### src/sv/mrrf_pkg.sv
// ----------------------------------------------------------------------------
// Modbus RTU request framer package
// Function codes, CRC-16/Modbus constants and the byte-wise CRC update.
// ----------------------------------------------------------------------------
`default_nettype none

package mrrf_pkg;

  localparam logic [7:0]  FnReadHolding   = 8'h03;
  localparam logic [7:0]  FnWriteSingle   = 8'h06;
  localparam logic [7:0]  FnWriteMultiple = 8'h10;

  localparam logic [15:0] CrcInit     = 16'hFFFF;
  localparam logic [15:0] CrcPolyRefl = 16'hA001;

  localparam logic [0:0]  RegSlaveAddress = 1'b0;
  localparam logic [0:0]  RegCrcHighFirst = 1'b1;

  localparam logic        OpHeader = 1'b0;
  localparam logic        OpData   = 1'b1;

  function automatic logic [15:0] crc_update(input logic [15:0] crc, input logic [7:0] b);
    logic [15:0] c;
    c = crc ^ {8'h00, b};
    for (int i = 0; i < 8; i++) begin
      if (c[0]) begin
        c = (c >> 1) ^ CrcPolyRefl;
      end else begin
        c = c >> 1;
      end
    end
    return c;
  endfunction

endpackage

`default_nettype wire

### src/sv/modbus_rtu_request_framer_unit.sv
// The first frame byte of an item passes through the item stage and then the output register.
// Throughput: one frame byte per cycle while out_ready_i does not stall the stream;
// a header emits 6 to 9 bytes, a data word 1 or 3, a stray data word none.
// The single output byte register sets this rate.
// Reset: asynchronous, clears config, CRC to 0xFFFF, payload count to zero.
// ----------------------------------------------------------------------------
// Modbus RTU request framer
// Turns header and data words into a Modbus RTU request byte stream with a
// running CRC-16/Modbus appended at the end of each frame.
// ----------------------------------------------------------------------------
`default_nettype none

module modbus_rtu_request_framer_unit (
  input  wire logic        clk_i,
  input  wire logic        rst_ni,
  // config
  input  wire logic        psel,
  input  wire logic        penable,
  input  wire logic        pwrite,
  input  wire logic [2:0]  paddr,
  input  wire logic [31:0] pwdata,
  output logic      [31:0] prdata,
  output logic             pready,
  // input words
  input  wire logic        in_valid_i,
  output logic             in_ready_o,
  input  wire logic        op_i,
  input  wire logic [7:0]  func_code_i,
  input  wire logic [15:0] reg_address_i,
  input  wire logic [15:0] reg_count_i,
  input  wire logic [15:0] write_value_i,
  input  wire logic [7:0]  byte_count_i,
  input  wire logic [7:0]  data_byte_i,
  // output words
  output logic             out_valid_o,
  input  wire logic        out_ready_i,
  output logic      [7:0]  frame_byte_o,
  output logic             frame_last_o
);

  // config registers
  logic [7:0] slave_addr_q;
  logic       crc_hi_first_q;

  // item stage
  logic        busy_q;
  logic        op_q;
  logic [7:0]  func_q;
  logic [15:0] addr_q;
  logic [15:0] count_q;
  logic [15:0] wval_q;
  logic [7:0]  bcount_q;
  logic [7:0]  data_q;
  logic [3:0]  idx_q, idx_d;

  // frame state
  logic [15:0] crc_q, crc_d;
  logic [7:0]  left_q, left_d;

  // output register
  logic       out_valid_q;
  logic [7:0] out_byte_q;
  logic       out_last_q;

  logic        cfg_wr;
  logic        out_free;
  logic        stray;
  logic        step;
  logic        final_byte;
  logic [3:0]  body_len;
  logic [3:0]  total;
  logic        crc_en;
  logic        is_crc;
  logic [7:0]  body_byte;
  logic [7:0]  crc_byte;
  logic [7:0]  emit_byte;
  logic        emit_last;
  logic [15:0] crc_base;
  logic        is_fn10;

  assign cfg_wr = psel & penable & pwrite & pready;
  assign pready = 1'b1;

  always_comb begin
    prdata = 32'h0;
    case (paddr[2])
      mrrf_pkg::RegSlaveAddress: prdata = {24'h0, slave_addr_q};
      mrrf_pkg::RegCrcHighFirst: prdata = {31'h0, crc_hi_first_q};
      default:                   prdata = 32'h0;
    endcase
  end

  assign is_fn10 = (func_q == mrrf_pkg::FnWriteMultiple);

  always_comb begin
    if (op_q == mrrf_pkg::OpData) begin
      body_len = 4'd1;
      crc_en   = (left_q == 8'd1) || (idx_q != 4'd0);
    end else begin
      case (func_q)
        mrrf_pkg::FnReadHolding:   body_len = 4'd6;
        mrrf_pkg::FnWriteSingle:   body_len = 4'd6;
        mrrf_pkg::FnWriteMultiple: body_len = 4'd7;
        default:                   body_len = 4'd4;
      endcase
      crc_en = !(is_fn10 && (bcount_q != 8'd0));
    end
  end

  assign total    = body_len + (crc_en ? 4'd2 : 4'd0);
  assign is_crc   = (idx_q >= body_len);
  assign out_free = !out_valid_q || out_ready_i;
  assign stray    = (op_q == mrrf_pkg::OpData) && (left_q == 8'd0) && (idx_q == 4'd0);
  assign step     = busy_q && (stray || out_free);
  assign final_byte = stray || (idx_q == total - 4'd1);

  assign in_ready_o = !busy_q || (step && final_byte);

  always_comb begin
    body_byte = data_q;
    if (op_q == mrrf_pkg::OpHeader) begin
      case (idx_q)
        4'd0:    body_byte = slave_addr_q;
        4'd1:    body_byte = func_q;
        4'd2:    body_byte = addr_q[15:8];
        4'd3:    body_byte = addr_q[7:0];
        4'd4:    body_byte = (func_q == mrrf_pkg::FnWriteSingle) ? wval_q[15:8] : count_q[15:8];
        4'd5:    body_byte = (func_q == mrrf_pkg::FnWriteSingle) ? wval_q[7:0] : count_q[7:0];
        4'd6:    body_byte = bcount_q;
        default: body_byte = 8'h00;
      endcase
    end
  end

  // first CRC byte when idx equals body length, second one after it
  always_comb begin
    if ((idx_q == body_len) ^ crc_hi_first_q) begin
      crc_byte = crc_q[7:0];
    end else begin
      crc_byte = crc_q[15:8];
    end
  end

  assign emit_byte = is_crc ? crc_byte : body_byte;
  assign emit_last = is_crc && (idx_q != body_len);
  assign crc_base  = ((op_q == mrrf_pkg::OpHeader) && (idx_q == 4'd0)) ? mrrf_pkg::CrcInit
                                                                      : crc_q;

  always_comb begin
    crc_d  = crc_q;
    left_d = left_q;
    idx_d  = idx_q;
    if (step && !stray) begin
      idx_d = final_byte ? 4'd0 : idx_q + 4'd1;
      if (!is_crc) begin
        crc_d = mrrf_pkg::crc_update(crc_base, body_byte);
      end
      if (idx_q == 4'd0) begin
        if (op_q == mrrf_pkg::OpHeader) begin
          left_d = is_fn10 ? bcount_q : 8'd0;
        end else begin
          left_d = left_q - 8'd1;
        end
      end
    end
  end

  always_ff @(posedge clk_i or negedge rst_ni) begin
    if (!rst_ni) begin
      slave_addr_q   <= 8'h00;
      crc_hi_first_q <= 1'b0;
    end else if (cfg_wr) begin
      case (paddr[2])
        mrrf_pkg::RegSlaveAddress: slave_addr_q   <= pwdata[7:0];
        mrrf_pkg::RegCrcHighFirst: crc_hi_first_q <= pwdata[0];
        default: ;
      endcase
    end
  end

  always_ff @(posedge clk_i or negedge rst_ni) begin
    if (!rst_ni) begin
      busy_q      <= 1'b0;
      idx_q       <= 4'd0;
      crc_q       <= mrrf_pkg::CrcInit;
      left_q      <= 8'd0;
      out_valid_q <= 1'b0;
    end else begin
      crc_q  <= crc_d;
      left_q <= left_d;
      idx_q  <= idx_d;
      if (in_valid_i && in_ready_o) begin
        busy_q <= 1'b1;
      end else if (step && final_byte) begin
        busy_q <= 1'b0;
      end
      if (step && !stray) begin
        out_valid_q <= 1'b1;
      end else if (out_ready_i) begin
        out_valid_q <= 1'b0;
      end
    end
  end

  always_ff @(posedge clk_i) begin
    if (in_valid_i && in_ready_o) begin
      op_q     <= op_i;
      func_q   <= func_code_i;
      addr_q   <= reg_address_i;
      count_q  <= reg_count_i;
      wval_q   <= write_value_i;
      bcount_q <= byte_count_i;
      data_q   <= data_byte_i;
    end
    if (step && !stray) begin
      out_byte_q <= emit_byte;
      out_last_q <= emit_last;
    end
  end

  assign out_valid_o  = out_valid_q;
  assign frame_byte_o = out_byte_q;
  assign frame_last_o = out_last_q;

  // assertions
  a_idx_in_range: assert property (@(posedge clk_i) disable iff (!rst_ni)
    busy_q |-> (idx_q < total))
    else $error("byte index past end of word");

  a_last_closes_frame: assert property (@(posedge clk_i) disable iff (!rst_ni)
    (out_valid_q && out_last_q) |-> (left_q == 8'd0))
    else $error("frame closed with payload outstanding");

  a_crc_hold: assert property (@(posedge clk_i) disable iff (!rst_ni)
    (step && !stray && is_crc) |=> $stable(crc_q))
    else $error("CRC changed while sending CRC bytes");

  a_no_accept_full: assert property (@(posedge clk_i) disable iff (!rst_ni)
    (busy_q && !step) |-> !in_ready_o)
    else $error("item stage overwritten");

endmodule

`default_nettype wire

### config.mk
export PLATFORM = sky130hd
export DESIGN_NAME = modbus_rtu_request_framer_unit
export DESIGN_NICKNAME = d
export VERILOG_FILES = /design/src/sv/mrrf_pkg.sv /design/src/sv/modbus_rtu_request_framer_unit.sv
export SDC_FILE = /design/constraint.sdc
export NUM_CORES = 1
export LEC_CHECK = 0
export BUFFER_PORTS_ARGS = -buffer_cell sky130_fd_sc_hd__buf_2
export CORE_ASPECT_RATIO = 0.5
export CORE_MARGIN = 5
export CORE_UTILIZATION = 45
export DETAILED_ROUTE_END_ITERATION = 10
export GPL_TIMING_DRIVEN = 0
export PLACE_DENSITY = 0.7
export SETUP_SLACK_MARGIN = 0.02
export SYNTH_ARGS = -nofsm -noshare
export SYNTH_HDL_FRONTEND = slang
export SYNTH_SLANG_ARGS = --single-unit
export TNS_END_PERCENT = 1
### constraint.sdc
create_clock -name clk_i -period 18.9 [get_ports clk_i]
set_input_delay 0 -clock clk_i [delete_from_list [all_inputs] [get_ports clk_i]]
set_output_delay 0 -clock clk_i [all_outputs]
set_load 0.02 [all_outputs]
== Yosys cells after proc, flatten, opt, wreduce, memory -nomap -nowiden ==
Index checks and enable logic that the tools add are counted.
W data, S select, Z words.

* Bits of input ports: 115
* Output and inout port bits: 44
* Bits in registers: 121

* Magnitude comparators: 1
* Multiplexer cells: 41
* Bitwise logic cells: 15
* Reduce and logical (&&, ||, !) cells: 29
* Eq/ne operators: 13
* Add/sub/neg operators: 4

{| class="wikitable"
|+ Operators with widths
! kind !! count
|-
| $mux W16 || 23
|-
| $pmux W32 S2 || 1
|-
| $mux W8 || 7
|-
| $pmux W8 S7 || 1
|-
| $not A2 Y3 || 8
|-
| $xor A16 B8 Y16 || 1
|-
| $eq A4 B3 Y1 const B || 3
|-
| $logic_and A1 B1 Y1 || 9
|-
| $eq A4 B2 Y1 const B || 2
|-
| $eq A4 B4 Y1 || 2
|-
| $eq A8 B1 Y1 const B || 1
|-
| $eq A8 B2 Y1 const B || 1
|-
| $eq A8 B3 Y1 const B || 1
|-
| $eq A8 B5 Y1 const B || 1
|-
| $logic_not A8 Y1 || 1
|-
| $mux W4 || 2
|-
| $reduce_and A2 Y1 || 4
|-
| $reduce_bool A8 Y1 || 1
|-
| $sub A8 B1 Y8 const B || 1
|-
| $logic_or A1 B1 Y1 || 5
|-
| $mux W1 || 5
|-
| $add A4 B1 Y4 const B || 1
|-
| $add A4 B2 Y4 || 1
|-
| $eq A4 B1 Y1 const B || 1
|-
| 13 further kinds || 20
|}

== Depth between registers and ports, before layout ==
* Word-level depth: 35
* Depth in mapped cells: 14
* Gate-level depth less buffers: 13

== Worst setup path before layout ==
No wires, ideal clock.

* Kind: flip-flop to flip-flop
* From: reg op_q
* To: reg addr_q[0] (enable)
* Setup time: 0.512 ns
* Cell stages (with the launch flop): 14
* Period minus slack after synthesis: 7.168 ns
* Data arrival time: 6.656 ns
* Setup slack: 11.732 ns
* Buffers on the path: 3
* Cells stage by stage: edfxtp_1 > buf_1 > clkbuf_1 > clkbuf_1 > a211oi_1 > a31o_2 > ha_1 > inv_1 > ha_1 > fa_1 > xor2_1 > nor4_1 > a21oi_1 > nor2b_1

* Longest elaborated chain between the ends: 9
* Elaborated cells on any way between the ends: 14
* Those cells by class: add/sub: 2; eq/ne: 1; mux: 3; reduce/logical: 8

{| class="wikitable"
|+ Ends and longest elaborated chain
! element !! RTL line !! RTL
|-
| start: declaration || modbus_rtu_request_framer_unit.sv:47 || <nowiki>logic op_q;</nowiki>
|-
| start signal: assignment || modbus_rtu_request_framer_unit.sv:207 || <nowiki>op_q <= op_i;</nowiki>
|-
| $mux W1 || modbus_rtu_request_framer_unit.sv:96 || <nowiki>if (op_q == mrrf_pkg::OpData) begin</nowiki>
|-
| $mux W2 || modbus_rtu_request_framer_unit.sv:110 || <nowiki>assign total = body_len + (crc_en ? 4'd2 : 4'd0);</nowiki>
|-
| $add A4 B2 Y4 || modbus_rtu_request_framer_unit.sv:110 ||
|-
| $sub A4 B1 Y4 || modbus_rtu_request_framer_unit.sv:115 || <nowiki>assign final_byte = stray || (idx_q == total - 4'd1);</nowiki>
|-
| $eq A4 B4 Y1 || modbus_rtu_request_framer_unit.sv:115 ||
|-
| $logic_or A1 B1 Y1 || modbus_rtu_request_framer_unit.sv:115 ||
|-
| $logic_and A1 B1 Y1 * || modbus_rtu_request_framer_unit.sv:117 || <nowiki>assign in_ready_o = !busy_q || (step && final_byte);</nowiki>
|-
| $logic_or A1 B1 Y1 * || modbus_rtu_request_framer_unit.sv:117 ||
|-
| $logic_and A1 B1 Y1 * || modbus_rtu_request_framer_unit.sv:206 || <nowiki>if (in_valid_i && in_ready_o) begin</nowiki>
|-
| end signal: assignment || modbus_rtu_request_framer_unit.sv:209 || <nowiki>addr_q <= reg_address_i;</nowiki>
|-
| end: declaration || modbus_rtu_request_framer_unit.sv:49 || <nowiki>logic [15:0] addr_q;</nowiki>
|}

Every way passes the cells marked *; elsewhere a longest branch is shown, timed or not.
A chain may end at the register's enable or synchronous reset.

== Final worst setup path ==
* From: reg op_q
* To: reg func_q[6] (enable)

* Longest elaborated chain between the ends: 9
* Elaborated cells on any way between the ends: 14
* Those cells by class: add/sub: 2; eq/ne: 1; mux: 3; reduce/logical: 8

{| class="wikitable"
|+ Ends and longest elaborated chain
! element !! RTL line !! RTL
|-
| $mux W1 || modbus_rtu_request_framer_unit.sv:96 ||
|-
| $mux W2 || modbus_rtu_request_framer_unit.sv:110 ||
|-
| $add A4 B2 Y4 || modbus_rtu_request_framer_unit.sv:110 ||
|-
| $sub A4 B1 Y4 || modbus_rtu_request_framer_unit.sv:115 ||
|-
| $eq A4 B4 Y1 || modbus_rtu_request_framer_unit.sv:115 ||
|-
| $logic_or A1 B1 Y1 || modbus_rtu_request_framer_unit.sv:115 ||
|-
| $logic_and A1 B1 Y1 * || modbus_rtu_request_framer_unit.sv:117 ||
|-
| $logic_or A1 B1 Y1 * || modbus_rtu_request_framer_unit.sv:117 ||
|-
| $logic_and A1 B1 Y1 * || modbus_rtu_request_framer_unit.sv:206 ||
|-
| end signal: assignment || modbus_rtu_request_framer_unit.sv:208 || <nowiki>func_q <= func_code_i;</nowiki>
|-
| end: declaration || modbus_rtu_request_framer_unit.sv:48 || <nowiki>logic [7:0] func_q;</nowiki>
|}

Marks and branches as above.

==> impl_metrics.csv <==
group,metric,value,unit
cells_and_area,n_fill_cell,1029,
drt,wl,16.96,mm
logic_synthesis,yosys_register_bits,121,
cts,root_buffer,"clkbuf_16",
drt,drtPass1Iterations,6,
global_route,grt_max_degree,40,
cells_and_area,final_nets,875,
critical_path,r2r_slack,13060,ps
floorplan,die_h,93.03,um
timing,setup-tns-final,0,ps
placement,io_buffers,106,
drt,route.detailed.drc,0,
timing,fin_crit,5835,ps
global_route,grt_overflow,0,
floorplan,fp.dieW,176.1,um
timing,rsz0062_at_grt,"false",
timing,setup_violations,0,
critical_path,critPathKind,"reg2reg",
logic_synthesis,synth_commonest_cells,"edfxtp_1, nand2_1, o21ai_0, buf_4, dfrtp_1",
critical_path,cp.arrival,5940,ps
critical_path,cp_max_fo,35,
power,leakage,0.003500,uW
floorplan,core,13510,sq um
global_route,antenna_found_initial,0,
floorplan,rows,30,
cts,post-cts-setup-buffer-count,0,
placement,pre_cts_ws,13170,ps
timing,fmax,0.1714,GHz
outcome,status,"complete, no violations",
cts,clk_pin_slew_worst_paths,60,ps
global_route,grtUsageTotal,0.2094,
logic_synthesis,synth-warning-count,0,
timing,slew_violations,0,
logic_synthesis,synth_cells,511,
placement,gp_congestion,0.8638,
logic_synthesis,synth_most_common_cell,"edfxtp_1",
hold_path,hold_path_class,"in2async",
placement,hpwl,11.31,mm
drt,vias,4968,
critical_path,critPathRequiredTime,19010,ps
cells_and_area,final_cell_count_no_fill,936,
drt,viasPerCell,5.308,
critical_path,endpoint_kind,"flip-flop",
timing,maxSlewHeadroom,0.2234,
critical_path,rr_startpoint,"op_q$_DFFE_PP_",
critical_path,cp-startpoint,"op_q$_DFFE_PP_",
cells_and_area,drive_gt1_frac,0.2842,
cts,clock-sinks,121,
floorplan,start_util,0.4592,
cells_and_area,n_antenna_cell,0,
logic_synthesis,postSynthAreaPerCell,12.14,sq um
power,power_density,155.3,nW/um^2
critical_path,start_kind,"flip-flop",
logic_synthesis,post_synth_main_area_contributors,"edfxtp_1, dfrtp_1, dfstp_2",
critical_path,rr_worst_depth,15,
logic_synthesis,synth_edf_count,82,
logic_synthesis,netlist.top_cell.by_area,"edfxtp_1",
drt,initialDrtViolationCount,420,
power,finalPower,1324,uW
cts,cts_tree,"done",
timing,hold_violations,0,
flow_run,cap_violations,0,
placement,place_inst,818,
logic_synthesis,yosysTopAreaCellShare,0.3969,
timing,worst_pin_slew,1154,ps
global_route,grt_pass1_vias,4914,
logic_synthesis,syn_area,6205,sq um
logic_synthesis,synth_seq_area_share,0.5574,
drt,final_antenna_net_count,0,
drt,routedWlPerCell,18.12,um
floorplan,ios,159,
power,ir_worst_vdd,0.08527,mV
cts,cts_resized,0,
critical_path,r2r-end,"func_q[6]$_DFFE_PP_",
timing,timing.final.crit_share,0.3087,
cts,cts-htree-levels,4,
logic_synthesis,synth-main-ff-cell,"edfxtp_1",
floorplan,dieArea,16380,sq um
global_route,grt_pass1_wl,26.44,mm
cts,clockBufferDepth,2,
timing,finClkSkew,6.262,ps
logic_synthesis,async_reset_ff_frac,0.3223,
logic_synthesis,ys_types,68,
cts,clk_latency,410,ps
timing,setup_ws,13060,ps
cts,cts_buffers,17,
cells_and_area,syn_to_final_growth,37.45,%
[kinds of logic (layout without fill, tap and decap cells)]
| kind of cell | Yosys count | count (layout) | synth area share |
|---|---|---|---|
| and+or+nand+nor | 141 | 141 | 0.1279 |
| AOI/OAI and AO/OA | 112 | 112 | 0.1252 |
| xor gates and xnor gates | 28 | 28 | 0.04416 |
| other | 2 | 25 | 0.001210 |
| DFF | 121 | 121 | 0.5574 |
| muxes | 36 | 36 | 0.06191 |
| adders and majority gates | 13 | 13 | 0.02742 |
| buffers and inverters | 58 | 284 | 0.05485 |
[sequential cells by signal, indices dropped and copies added (netlist names), 4 cells and up]
name          cells
slave_addr_q      8
count_q          16
crc_q            16
func_q            8
frame_byte_o      8
bcount_q          8
wval_q           16
idx_q             4
left_q            8
data_q            8
addr_q           16
[per-layer routing]
layer,vias up,GRT usage,share of wire
li1,2353,-,-
met1,2369,0.2847,0.44
met2,226,0.3296,0.46
met3,20,0.05856,0.089
met4,0,0.06355,0.012
met5,-,0,0
[worst max-delay path, cell delays in order, from the launching register on]
cell and delay (ps):
edfxtp_1 530, buf_1 430, clkbuf_1 440, clkbuf_1 470
a211oi_1 120, a31o_2 240, ha_1 260, inv_1 40
ha_1 190, fa_1 450, xor2_1 180, nor4_1 940
a21oi_1 310, nor2b_4 410, buf_12 280, buf_12 230
[per-stage QoR]
step	cell area, sq um	util	hold WS (ps)
CTS	8528	0.6311	277.9
global placement	7042	0.5211	177.0
detailed placement	7089	0.5246	178.1
finish	8528	0.6311	279.5
global route	8528	0.6311	294.4
floorplan	6291	-	-295.6
[power breakdown]
| part | switching (uW) | leakage (uW) | total (uW) | internal [uW] |
|---|---|---|---|---|
| logic | 321 | 0.00203 | 583 | 262 |
| clock network | 123 | 0.000286 | 318 | 195 |
| registers | 48.4 | 0.00118 | 423 | 375 |
| total | 492 | 0.00350 | 1320 | 832 |
[cell usage in the layout (no fill, tap or decap), drive strengths merged, types with 6 or more instances in the layout]
cell         count
a21oi           12
a222oi           8
a22oi           10
a31oi            7
and4             8
buf            145
clkbuf          28
clkinv          10
conb            25
dfrtp           23
dfstp           16
dlygate4sd3     86
edfxtp          82
ha              12
inv             13
mux2            16
mux2i           20
nand2           48
nand2b           8
nor2            19
nor2b           10
nor3             7
nor4             6
o21ai           37
xnor2           18
xor2             8
[worst max-delay path by stage]
| stage | endpoint | slack, ps |
|---|---|---|
| finish | func_q[6]$_DFFE_PP_ | 13060 |
| global route | addr_q[5]$_DFFE_PP_ | 12810 |
| CTS | func_q[3]$_DFFE_PP_ | 13150 |
| detailed placement | count_q[15]$_DFFE_PP_ | 13170 |
| global placement | count_q[15]$_DFFE_PP_ | 9410 |
| floorplan | addr_q[0]$_DFFE_PP_ | 11730 |
[layout make-up]
type,count,area (sq um),area share
flip-flops and latches,121,3458,0.4055
multi-input cells,355,2500,0.2931
repair buffers,194,1431,0.1678
clock buffers,18,429.2,0.05032
plain buffers,47,299.0,0.03506
well taps,176,220.2,0.02582
clock inverters,14,148.9,0.01746
inverters,11,41.29,0.004842
[repair_timing]
| item | in CTS | in global routing |
|---|---|---|
| hold endpoints to repair | 107 | 0 |
| hold buffers | 86 | 0 |
| endpoints found under the setup margin | 0 | 0 |
Note: power is estimated with default switching activity, not from simulation.
